`src/design/tswfc_pkg.sv`:
```
// ----------------------------------------------------------------------------
// tswfc_pkg
// Shared constants, codes and controller/datapath types of the frame cache.
// ----------------------------------------------------------------------------
package tswfc_pkg;

  localparam int NUM_STREAMS = 4;
  localparam int MAX_FRAMES  = 2048;
  localparam int FR_W        = $clog2(MAX_FRAMES);
  localparam int CNT_W       = FR_W + 1;
  localparam int STRM_W      = 2;
  localparam int ADDR_W      = STRM_W + FR_W;
  localparam int DEPTH       = NUM_STREAMS * MAX_FRAMES;
  localparam int TS_W        = 48;
  localparam int TAG_W       = 16;
  localparam int ENT_W       = TS_W + TAG_W;
  localparam int WIN_W       = 26;
  localparam int SP_W        = 20;
  localparam int EN_W        = 4;
  localparam int CFG_IDX_W   = 2;
  localparam int CFG_DATA_W  = 26;
  localparam logic [WIN_W-1:0] WIN_RESET = WIN_W'(1000000);

  typedef enum logic [1:0] {
    ST_OK        = 2'd0,
    ST_DISABLED  = 2'd1,
    ST_REJECTED  = 2'd2,
    ST_NOT_FOUND = 2'd3
  } status_t;

  typedef enum logic [CFG_IDX_W-1:0] {
    CFG_WINDOW  = 2'd0,
    CFG_SPACING = 2'd1,
    CFG_ENABLE  = 2'd2,
    CFG_SPARE   = 2'd3
  } cfg_idx_t;

  localparam logic CMD_ADD    = 1'b0;
  localparam logic CMD_LOOKUP = 1'b1;

  typedef enum logic [3:0] {
    S_IDLE, S_CHECK, S_EV_RD, S_EV_CHK, S_FD_RD, S_FD_CHK, S_SPACE,
    S_SH_INIT, S_SH_RD, S_SH_WR, S_LK_RD, S_LK_CHK, S_DONE
  } state_t;

  typedef enum logic [3:0] {
    OP_NONE, OP_LOAD, OP_RD, OP_EV_POP, OP_FD_STEP, OP_FD_NEXT, OP_DROP,
    OP_SH_INIT, OP_RD_J, OP_WR_J, OP_INS, OP_IDX_INC, OP_LK_HIT,
    OP_RES_DIS, OP_RES_REJ, OP_RES_NF
  } op_t;

  typedef struct packed {
    logic en;
    logic lookup;
    logic idx_lt_cnt;
    logic ev_ok;
    logic ev_hit;
    logic fd_le;
    logic lk_ge;
    logic reject;
    logic full;
    logic pos_zero;
    logic sh_more;
  } dp_stat_t;

endpackage

```
`src/design/tswfc_ctrl.sv`:
```
// ----------------------------------------------------------------------------
// tswfc_ctrl
// Sequencer: steps eviction, slot search, spacing check, shift insert, lookup.
// ----------------------------------------------------------------------------
module tswfc_ctrl (
  input  logic                clk,
  input  logic                rst_n,
  input  logic                start,
  input  tswfc_pkg::dp_stat_t st,
  output tswfc_pkg::op_t      op,
  output logic                busy,
  output logic                done
);

  tswfc_pkg::state_t state_r, state_nxt;

  always_ff @(posedge clk) begin
    if (!rst_n) begin
      state_r <= tswfc_pkg::S_IDLE;
    end else begin
      state_r <= state_nxt;
    end
  end

  always_comb begin
    state_nxt = state_r;
    op        = tswfc_pkg::OP_NONE;
    case (state_r)
      tswfc_pkg::S_IDLE: begin
        if (start) begin
          op        = tswfc_pkg::OP_LOAD;
          state_nxt = tswfc_pkg::S_CHECK;
        end
      end
      tswfc_pkg::S_CHECK: begin
        if (!st.en) begin
          op        = tswfc_pkg::OP_RES_DIS;
          state_nxt = tswfc_pkg::S_DONE;
        end else if (st.lookup) begin
          state_nxt = tswfc_pkg::S_LK_RD;
        end else begin
          state_nxt = tswfc_pkg::S_EV_RD;
        end
      end
      tswfc_pkg::S_EV_RD: begin
        if (st.ev_ok && st.idx_lt_cnt) begin
          op        = tswfc_pkg::OP_RD;
          state_nxt = tswfc_pkg::S_EV_CHK;
        end else begin
          state_nxt = tswfc_pkg::S_FD_RD;
        end
      end
      tswfc_pkg::S_EV_CHK: begin
        if (st.ev_hit) begin
          op        = tswfc_pkg::OP_EV_POP;
          state_nxt = tswfc_pkg::S_EV_RD;
        end else begin
          state_nxt = tswfc_pkg::S_FD_RD;
        end
      end
      tswfc_pkg::S_FD_RD: begin
        if (st.idx_lt_cnt) begin
          op        = tswfc_pkg::OP_RD;
          state_nxt = tswfc_pkg::S_FD_CHK;
        end else begin
          state_nxt = tswfc_pkg::S_SPACE;
        end
      end
      tswfc_pkg::S_FD_CHK: begin
        if (st.fd_le) begin
          op        = tswfc_pkg::OP_FD_STEP;
          state_nxt = tswfc_pkg::S_FD_RD;
        end else begin
          op        = tswfc_pkg::OP_FD_NEXT;
          state_nxt = tswfc_pkg::S_SPACE;
        end
      end
      tswfc_pkg::S_SPACE: begin
        if (st.reject) begin
          op        = tswfc_pkg::OP_RES_REJ;
          state_nxt = tswfc_pkg::S_DONE;
        end else if (st.full && st.pos_zero) begin
          state_nxt = tswfc_pkg::S_DONE;
        end else if (st.full) begin
          op        = tswfc_pkg::OP_DROP;
          state_nxt = tswfc_pkg::S_SH_INIT;
        end else begin
          state_nxt = tswfc_pkg::S_SH_INIT;
        end
      end
      tswfc_pkg::S_SH_INIT: begin
        op        = tswfc_pkg::OP_SH_INIT;
        state_nxt = tswfc_pkg::S_SH_RD;
      end
      tswfc_pkg::S_SH_RD: begin
        if (st.sh_more) begin
          op        = tswfc_pkg::OP_RD_J;
          state_nxt = tswfc_pkg::S_SH_WR;
        end else begin
          op        = tswfc_pkg::OP_INS;
          state_nxt = tswfc_pkg::S_DONE;
        end
      end
      tswfc_pkg::S_SH_WR: begin
        op        = tswfc_pkg::OP_WR_J;
        state_nxt = tswfc_pkg::S_SH_RD;
      end
      tswfc_pkg::S_LK_RD: begin
        if (st.idx_lt_cnt) begin
          op        = tswfc_pkg::OP_RD;
          state_nxt = tswfc_pkg::S_LK_CHK;
        end else begin
          op        = tswfc_pkg::OP_RES_NF;
          state_nxt = tswfc_pkg::S_DONE;
        end
      end
      tswfc_pkg::S_LK_CHK: begin
        if (st.lk_ge) begin
          op        = tswfc_pkg::OP_LK_HIT;
          state_nxt = tswfc_pkg::S_DONE;
        end else begin
          op        = tswfc_pkg::OP_IDX_INC;
          state_nxt = tswfc_pkg::S_LK_RD;
        end
      end
      tswfc_pkg::S_DONE: begin
        state_nxt = tswfc_pkg::S_IDLE;
      end
      default: begin
        state_nxt = tswfc_pkg::S_IDLE;
      end
    endcase
  end

  assign busy = (state_r != tswfc_pkg::S_IDLE);
  assign done = (state_r == tswfc_pkg::S_DONE);

endmodule

```
`config.mk`:
```
export PLATFORM = sky130hd
export DESIGN_NAME = tswfc_ctrl
export DESIGN_NICKNAME = d
export VERILOG_FILES = /design/src/design/tswfc_pkg.sv /design/src/design/tswfc_ctrl.sv
export SDC_FILE = /design/constraint.sdc
export NUM_CORES = 1
export LEC_CHECK = 0
export CORE_AREA = 2 2 39 41
export DETAILED_ROUTE_END_ITERATION = 10
export DIE_AREA = 0 0 41 43
export DONT_BUFFER_PORTS = 1
export HOLD_SLACK_MARGIN = 0.1
export PLACE_DENSITY = 0.64
export SKIP_LAST_GASP = 1
export SYNTH_ARGS = -nofsm -noshare
export SYNTH_HDL_FRONTEND = slang
export SYNTH_SLANG_ARGS = --single-unit
```
`constraint.sdc`:
```
create_clock -name clk -period 1.3 [get_ports clk]
set_input_delay 0.195 -clock clk [delete_from_list [all_inputs] [get_ports clk]]
set_output_delay 0.195 -clock clk [all_outputs]
set_load 0.05 [all_outputs]
```
# Word level (Yosys, flattened, before mapping)
# Cells that the tools add are included.
# Widths: inputs -> output; s select.
[classes] n_reduce_logical=5 n_eq_ne=13 n_mux=26
[op_table] op="$pmux 4 s12" count=1
[op_table] op="$pmux 4 s11" count=1
[op_table] op="$mux 4" count=8
[op_table] op="$mux 3" count=8
[op_table] op="$eq 4x4->1 const B" count=5
[op_table] op="$eq 4x3->1 const B" count=4
[op_table] op="$mux 2" count=6
[op_table] op="$eq 4x2->1 const B" count=2
[op_table] op="$eq 4x1->1 const B" count=1
[op_table] op="$logic_not 4->1" count=1
[op_table] op="$reduce_bool 4->1" count=1
[op_table] op="$logic_and 1x1->1" count=2
[op_table] op="$mux 1" count=2
[op_table] op="$ne 2x2->1 const B" count=1
[op_table] op="$reduce_or 2->1" count=1
[word_totals] ff_bits=4 input_bits=14 output_inout_bits=6 elab_cells=45

# Logic depth before layout (Yosys ltp)
# Gate-level depths: netlist of the first run.
[logic_depth] ltp_word=4 depth_mapped=5 mapped_depth_nobuf=4

# Least setup slack after synthesis of the first run
# Ideal clock, no wire load.
[synth_timing] path_kind="register to output" start="register state_r[0]" end="output port op[3]" arrival_ns=1.998 n_path_buf=1 stages_incl_launch_ff=5 required_ns=1.105 slack_ns=-0.893 cell_sequence="dfxtp_1 clkbuf_1 nand2b_1 a21oi_1 o31ai_1"
[synth_between] elab_chain_len=2 elab_cells_between_ends=13 classes_between="11 x eq/ne; 1 x mux; 1 x reduce/logical"
[synth_rtl] element="from (decl)" line="tswfc_ctrl.sv:15" source="tswfc_pkg::state_t state_r, state_nxt;"
[synth_rtl] element="from (signal assigned)" line="tswfc_ctrl.sv:19" source="state_r <= tswfc_pkg::S_IDLE;"
[synth_rtl] element="from (signal assigned)" line="tswfc_ctrl.sv:21" source="state_r <= state_nxt;"
[synth_rtl] element="$eq 4x4->1, or another cell as far along" line="tswfc_ctrl.sv:28" source="case (state_r)"
[synth_rtl] element="$pmux 4 s12 *" line="tswfc_ctrl.sv:28"
[synth_rtl] element="to (decl)" line="tswfc_ctrl.sv:10" source="output tswfc_pkg::op_t op,"
# Every way passes the cells marked *; elsewhere a longest branch is shown, timed or not.

# Final worst setup path of the first run
[layout_timing] start="register state_r[3]" end="output port op[1]"
# The elaborated chain is that of the path after synthesis.

==> results.md, run 1 <==
- Status: complete, but fails checks
- Failing checks: setup timing
- First-pass GRT wire length: 3200 um
- Residual DRC count: 0
- Max FFs per register: 4
- Worst Hold Class: in -> reg
- R2r setup slk: -0.24 ns
- Largest family of logic cells by synthesized area: compound AO/OA/AOI/OAI gates
- Top post-synthesis cells by area: dfxtp_1, a21oi_1, o21ai_0, nor2b_1, nor3b_1
- Total Routing Usage GR: 26.2%
- VDD IR-drop max: 0.00131 V
- Netlist cell types: 32
- Synth Area in Compound Gates: 40.1%
- Slew HR: 77.9%
- Crit path kind: reg -> out
- Met3 GRT Util: 5.24%
- Cell count after synthesis: 81
- Antenna violations before repair: 0
- Top flop regs: state_r x4
- Crit path time final: 1.69 ns
- Vias per cell: 6.12
- Clk root buf: clkbuf_4
- Arrival time at the worst endpoint: 1.50 ns
- Vias in the first global route: 737
- Post-Synth XOR/XNOR Area: 0%
- Initial Util: 39.4%
- Layout cell share with drive strength beyond 1: 53.0%
- Pwr Density: 2290 nW/um^2
- Die width: 41 um
- Multi-input gate area: 548 um^2
- Worst reg-to-reg path cell count: 5
- Worst-path clk slew: 0.04 ns
- Diode count: 0
- Worst skew pair latency: 0.23 ns
- CTS tree: built
- Leakage: 0.000450 uW
- CP endpoint kind: output pin
- Req. time, crit path: 1.11 ns
- Syn nets: 95
- Mean Syn Cell Area: 6.73 um^2
- Nets: 131
- Half-perimeter wire length after placement: 1380 um
- Yosys warnings: 0
- Post-Synth Adder-Cell Area: 0%
- Crit path launch type: flop
- Fin. Hold Viols: 0
- CTS buffer count: 3
- Final Setup Violations: 10
- Ports: 20
- Remaining antenna violation count: 0
- Drt pass-1 iters: 4
- Mapped cell area: 546 um^2
- Gr ovfl total: 0
- 1st-iter DRT viols: 12
- IO buf count: 0
- Area Growth Syn to Fin: 93.8%
- Yosys reg bits: 4
- Fin crit share: 130%
- Hold depth: 3
- Largest Register: state_r
- FP Rows: 14
- Core area: 1380 um^2
- CP Max Fanout: 6
- Most used DFF post-synth: dfxtp_1
- Post-Synth Simple-Gate Area: 38.3%
- Most frequent cells after synthesis: a21oi_1, o21ai_0, nand2_1, nor2b_1
- Post-synth ARST share: 0%
- Most Crowded Layer GR: met2
- Area leader, netlist: dfxtp_1
- Maxcap violations: 0
- GR Util met2: 39.1%
- Wire per inst: 16.8 um
- Clock Skews: 0.00819 ns
- Pin count of the biggest net entering global routing: 13
- Die height: 43 um
- Slack of the critical path: -0.391 ns
- Met1 usage: 33.1%
- Register Area: 95.1 um^2
- RD Place Congestion: 0.871
- Fmax: 0.591 GHz
- Slew Limit Fails: 0
- DRT Wirelength: 2200 um
- Maximum clock path buffer count: 2
- Die ar.: 1760 um^2
- Pwr Total: 2430 uW
- Routed vias: 802
- EDFF count, synth: 0
- Worst-margin pin slew: 0.328 ns
- Mux contribution to synthesized area: 0%
- Dpl cells: 116
- Synth top area share: 14.7%
- Final cell count without fillers: 131
- Post-synthesis sequential area ratio: 14.7%
- Fillcell total: 92
- H-Tree Depth: 1
- RSZ-0062 raised after global routing: yes
- Clock Sinks: 4
[cells by family (layout without fill, tap and decap cells)]
group,after synthesis,count (layout)
DFF,4,4
buffers and inverters,9,43
and+or+nand+nor,33,33
AOI/OAI and AO/OA,35,35
[final cells by class]
class | instances | area share, %
multi-input combinational | 68 | 51.8
clock buffer | 3 | 2.13
inverter | 4 | 2.37
sequential | 4 | 8.99
timing repair buffer | 36 | 32.8
tap | 16 | 1.89
[cell usage in the layout (no fill, tap or decap), types with 2 or more instances in the layout]
cell type / n
and2b_1: 2
nor2b_1: 3
a21oi_2: 2
a31oi_1: 3
nand2b_1: 3
buf_12: 2
nand2_4: 2
a21o_1: 3
nor3b_1: 2
o31ai_1: 2
dfxtp_4: 4
buf_4: 25
a21oi_1: 7
clkbuf_4: 3
buf_6: 7
inv_1: 2
nand2_1: 2
nand3b_1: 2
o211ai_1: 2
nand3_1: 2
o21ai_1: 5
o21ai_0: 3
[report_power, final]
part           internal (uW)  switching, uW
clock network            103           48.3
logic                   1010            964
registers                188            115
total                   1300           1130
[final timing paths]
check / from / to
worst min-delay path: rst_n / state_r[2]
worst min register to register: state_r[1] / state_r[3]
worst max register to register: state_r[2] / state_r[0]
worst max-delay path: state_r[3] / op[1]
[through the flow]
step	cell area [um^2]	TNS (ns)	utilization, %	hold WS (ns)	worst slack, ns
after floorplan	609	-0.611	-	0.411	-0.312
after global placement	810	-0.912	58.5	0.456	-0.183
after detailed placement	810	-1.22	58.5	0.458	-0.248
after CTS	938	-1.93	67.8	0.203	-0.358
after global routing	1060	-2.77	76.4	0.227	-0.423
final	1060	-2.25	76.4	0.221	-0.391
[worst max-delay path, stage by stage, from the launching register on]
cell and delay [ns]:
dfxtp_4 0.40, buf_8 0.15, nor2b_4 0.16, a32oi_1 0.06, o211ai_1 0.27, clkbuf_16 0.23
[per-layer routing]
layer	up-vias	part of all wire, %
met4	0	2.5
li1	384	-
met2	43	50
met5	-	0
met1	369	40
met3	6	7.4
[repair_timing]
item,in CTS,in global routing
buffers inserted,7,6
resized for setup,22,20
hold buffers,0,0
pin swaps,7,11
endpoints found under the setup margin,10,10
No activity file was read; power rests on OpenSTA's default activity.
==> run 2: changes to the inputs <==
--- a/config.mk
+++ b/config.mk
@@ -5,12 +5,14 @@
 export SDC_FILE = /design/constraint.sdc
 export NUM_CORES = 1
 export LEC_CHECK = 0
+export ABC_AREA = 1
 export CORE_AREA = 2 2 39 41
+export CTS_CLUSTER_DIAMETER = 60
 export DETAILED_ROUTE_END_ITERATION = 10
 export DIE_AREA = 0 0 41 43
 export DONT_BUFFER_PORTS = 1
 export HOLD_SLACK_MARGIN = 0.1
-export PLACE_DENSITY = 0.64
+export PLACE_DENSITY = 0.6
 export SKIP_LAST_GASP = 1
 export SYNTH_ARGS = -nofsm -noshare
 export SYNTH_HDL_FRONTEND = slang
==> results.md, run 2 <==
- Status: complete, but fails checks
- Failing checks: setup timing
- Initial Util: 36.0% (-3.4 points)
- Arrival time at the worst endpoint: 1.41 ns (-0.09 ns)
- Netlist cell types: 15 (-53%)
- Post-synthesis sequential area ratio: 16.1% (+1.4 points)
- Antenna violations before repair: 0 (unchanged)
- Synth top area share: 21.1% (+6.4 points)
- CP endpoint kind: output pin
- Syn nets: 110 (+16%)
- Layout cell share with drive strength beyond 1: 45.0% (-8.1 points)
- Cell count after synthesis: 96 (+19%)
- Clock Skews: 0.0138 ns (+0.00557 ns)
- Die height: 43 um (unchanged)
- Ports: 20 (unchanged)
- RR Startpoint: state_r[0]
- Area leader, netlist: nand2_1
- VDD IR-drop max: 0.00197 V (+50%)
- Hold depth: 2 (-1)
- Worst reg-to-reg path cell count: 8 (+3)
- Worst skew pair latency: 0.24 ns (about the same)
- Final Setup Violations: 6 (-4)
- Maxcap violations: 0 (unchanged)
- Fillcell total: 115 (+25%)
- IO buf count: 0 (unchanged)
- RSZ-0062 raised after global routing: yes
- Hold buffers post-CTS: 0 (unchanged)
- Vias in the first global route: 655 (-11%)
- Core area: 1380 um^2 (unchanged)
- Mapped cell area: 498 um^2 (-8.7%)
- Half-perimeter wire length after placement: 1290 um (-6.0%)
- R2r setup slk: 0.09 ns (+0.33 ns)
- Top post-synthesis cells by area: nand2_1, dfxtp_1, nand3_1, nor2_1, inv_1
- H-Tree Depth: 1 (unchanged)
- Fmax: 0.623 GHz (+5.4%)
- Die width: 41 um (unchanged)
- Remaining antenna violation count: 0 (unchanged)
- Req. time, crit path: 1.11 ns (about the same)
- Maximum clock path buffer count: 2 (unchanged)
- DRT Wirelength: 1750 um (-21%)
- Routed vias: 748 (-6.7%)
- Most used DFF post-synth: dfxtp_1
- Post-synth ARST share: 0% (unchanged)
- Yosys warnings: 0 (unchanged)
- Gr ovfl total: 0 (unchanged)
- Final cell count without fillers: 145 (+11%)
- Clock Sinks: 4 (unchanged)
- Worst R2R End: state_r[0]
- Pwr Total: 2400 uW (-1.2%)
- Leakage: 0.000455 uW (+1.0%)
- Mean Syn Cell Area: 5.19 um^2 (-23%)
- Drt pass-1 iters: 4 (unchanged)
- Yosys reg bits: 4 (unchanged)
- CTS buffer count: 3 (unchanged)
- Fin crit share: 123% (-6.7 points)
- Vias per cell: 5.16 (-16%)
- Residual DRC count: 0 (unchanged)
- Nets: 144 (+9.9%)
- Crit path launch type: flop
- CTS tree: built
- Hold endpoint: state_r[2]
- Total Routing Usage GR: 22.4% (-3.8 points)
- CP Max Fanout: 6 (unchanged)
- Clk root buf: clkbuf_4
- RD Place Congestion: 0.921 (+5.7%)
- First-pass GRT wire length: 2720 um (-15%)
- Diode count: 0 (unchanged)
- Crit path time final: 1.60 ns (-0.0871 ns)
- Slew Limit Fails: 0 (unchanged)
- Worst-path clk slew: 0.05 ns (about the same)
- Crit path kind: reg -> out
- Wire per inst: 12.0 um (-28%)
- Max FFs per register: 4 (unchanged)
- Cell with the most instances after synthesis: nand2_1
- Worst-margin pin slew: 0.225 ns (-0.102 ns)
- FP Rows: 14 (unchanged)
- Most frequent cells after synthesis: nand2_1, nor2_1, inv_1, nand3_1, a21oi_1
- Dpl cells: 135 (+16%)
- Largest Register: state_r
- Pin count of the biggest net entering global routing: 7 (-6)
- Commonest non-fill, non-tap cell in the layout: buf_4
- Area Growth Syn to Fin: 82.4%
- EDFF count, synth: 0 (unchanged)
- Top flop regs: state_r x4
- Fin. Hold Viols: 0 (unchanged)
- Slew HR: 84.9% (+6.9 points)
- Hold Crit Start: rst_n
- Most frequent cells in the layout: buf_4, nand2_1, nor2_1
- Die ar.: 1760 um^2 (unchanged)
- Slack of the critical path: -0.304 ns (+0.0871 ns)
- Pwr Density: 2640 nW/um^2 (+15%)
- 1st-iter DRT viols: 24 (+12)
- Worst Hold Class: in -> reg
- Dpl ws: -0.0601 ns (+0.188 ns)
## run 2: cell families after synthesis
group / synth area share [%]
flops: 16.1
simple gates: 60.3
buf+inv: 12.1
compound gates: 11.6
## run 2: power by group
part | switching, uW | internal, uW | total, uW
sequential | 118 | 202 | 320
clock | 56.2 | 115 | 172
combinational | 1020 | 890 | 1910
total | 1190 | 1210 | 2400
## run 2: layout make-up
type | count | area [um^2] | area share, %
Tap cell | 16 | 20.0 | 2.20
Timing Repair Buffer | 29 | 284 | 31.3
Multi-Input combinational cell | 76 | 420 | 46.3
Inverter | 16 | 62.6 | 6.89
Sequential cell | 4 | 95.1 | 10.5
Clock buffer | 4 | 26.3 | 2.89
## run 2: how the worst max path moves through the flow
stage	startpoint	endpoint	slack [ns]	cells past startpoint
2_1_floorplan	state_r[2]	op[1]	-0.12	5
3_3_place_gp	state_r[1]	op[0]	-0.04	7
3_5_place_dp	state_r[1]	op[1]	-0.06	6
4_1_cts	state_r[2]	op[1]	-0.29	7
5_1_grt	state_r[2]	op[0]	-0.40	6
6_report	state_r[2]	op[0]	-0.30	6
## run 2: layer usage
layer | vias to the layer above | track usage (%) | wire (um) | share of wire [%]
li1 | 379 | - | - | -
met1 | 343 | 32.4 | 766 | 44
met2 | 22 | 31.6 | 856 | 49
met3 | 4 | 7.85 | 99 | 5.7
met4 | 0 | 4.00 | 23 | 1.3
met5 | - | 0 | 0 | 0
## run 2: what timing repair did
| action | 4_1_cts | 5_1_grt |
|---|---|---|
| pin swaps | 7 | 7 |
| gates cloned | 0 | 0 |
| gates resized for setup | 8 | 11 |
| buffers inserted | 4 | 2 |
| setup endpoints to repair | 6 | 6 |
## run 2: per-stage QoR
stage | TNS [ns] | hold WS (ns) | utilization [%] | instance area (um^2)
floorplan | -0.330 | 0.336 | - | 531
global placement | -0.104 | 0.356 | 56.8 | 786
detailed placement | -0.152 | 0.360 | 56.8 | 786
CTS | -1.27 | 0.110 | 62.2 | 861
global route | -1.75 | 0.124 | 65.6 | 908
finish | -1.27 | 0.116 | 65.6 | 908
## run 2: worst max-delay path: stages (launching register included)
cell and delay (ns):
dfxtp_4 0.37, nor2_4 0.18, nand3b_1 0.16, nand2_2 0.12, inv_2 0.04, nand4_1 0.13
buf_12 0.15
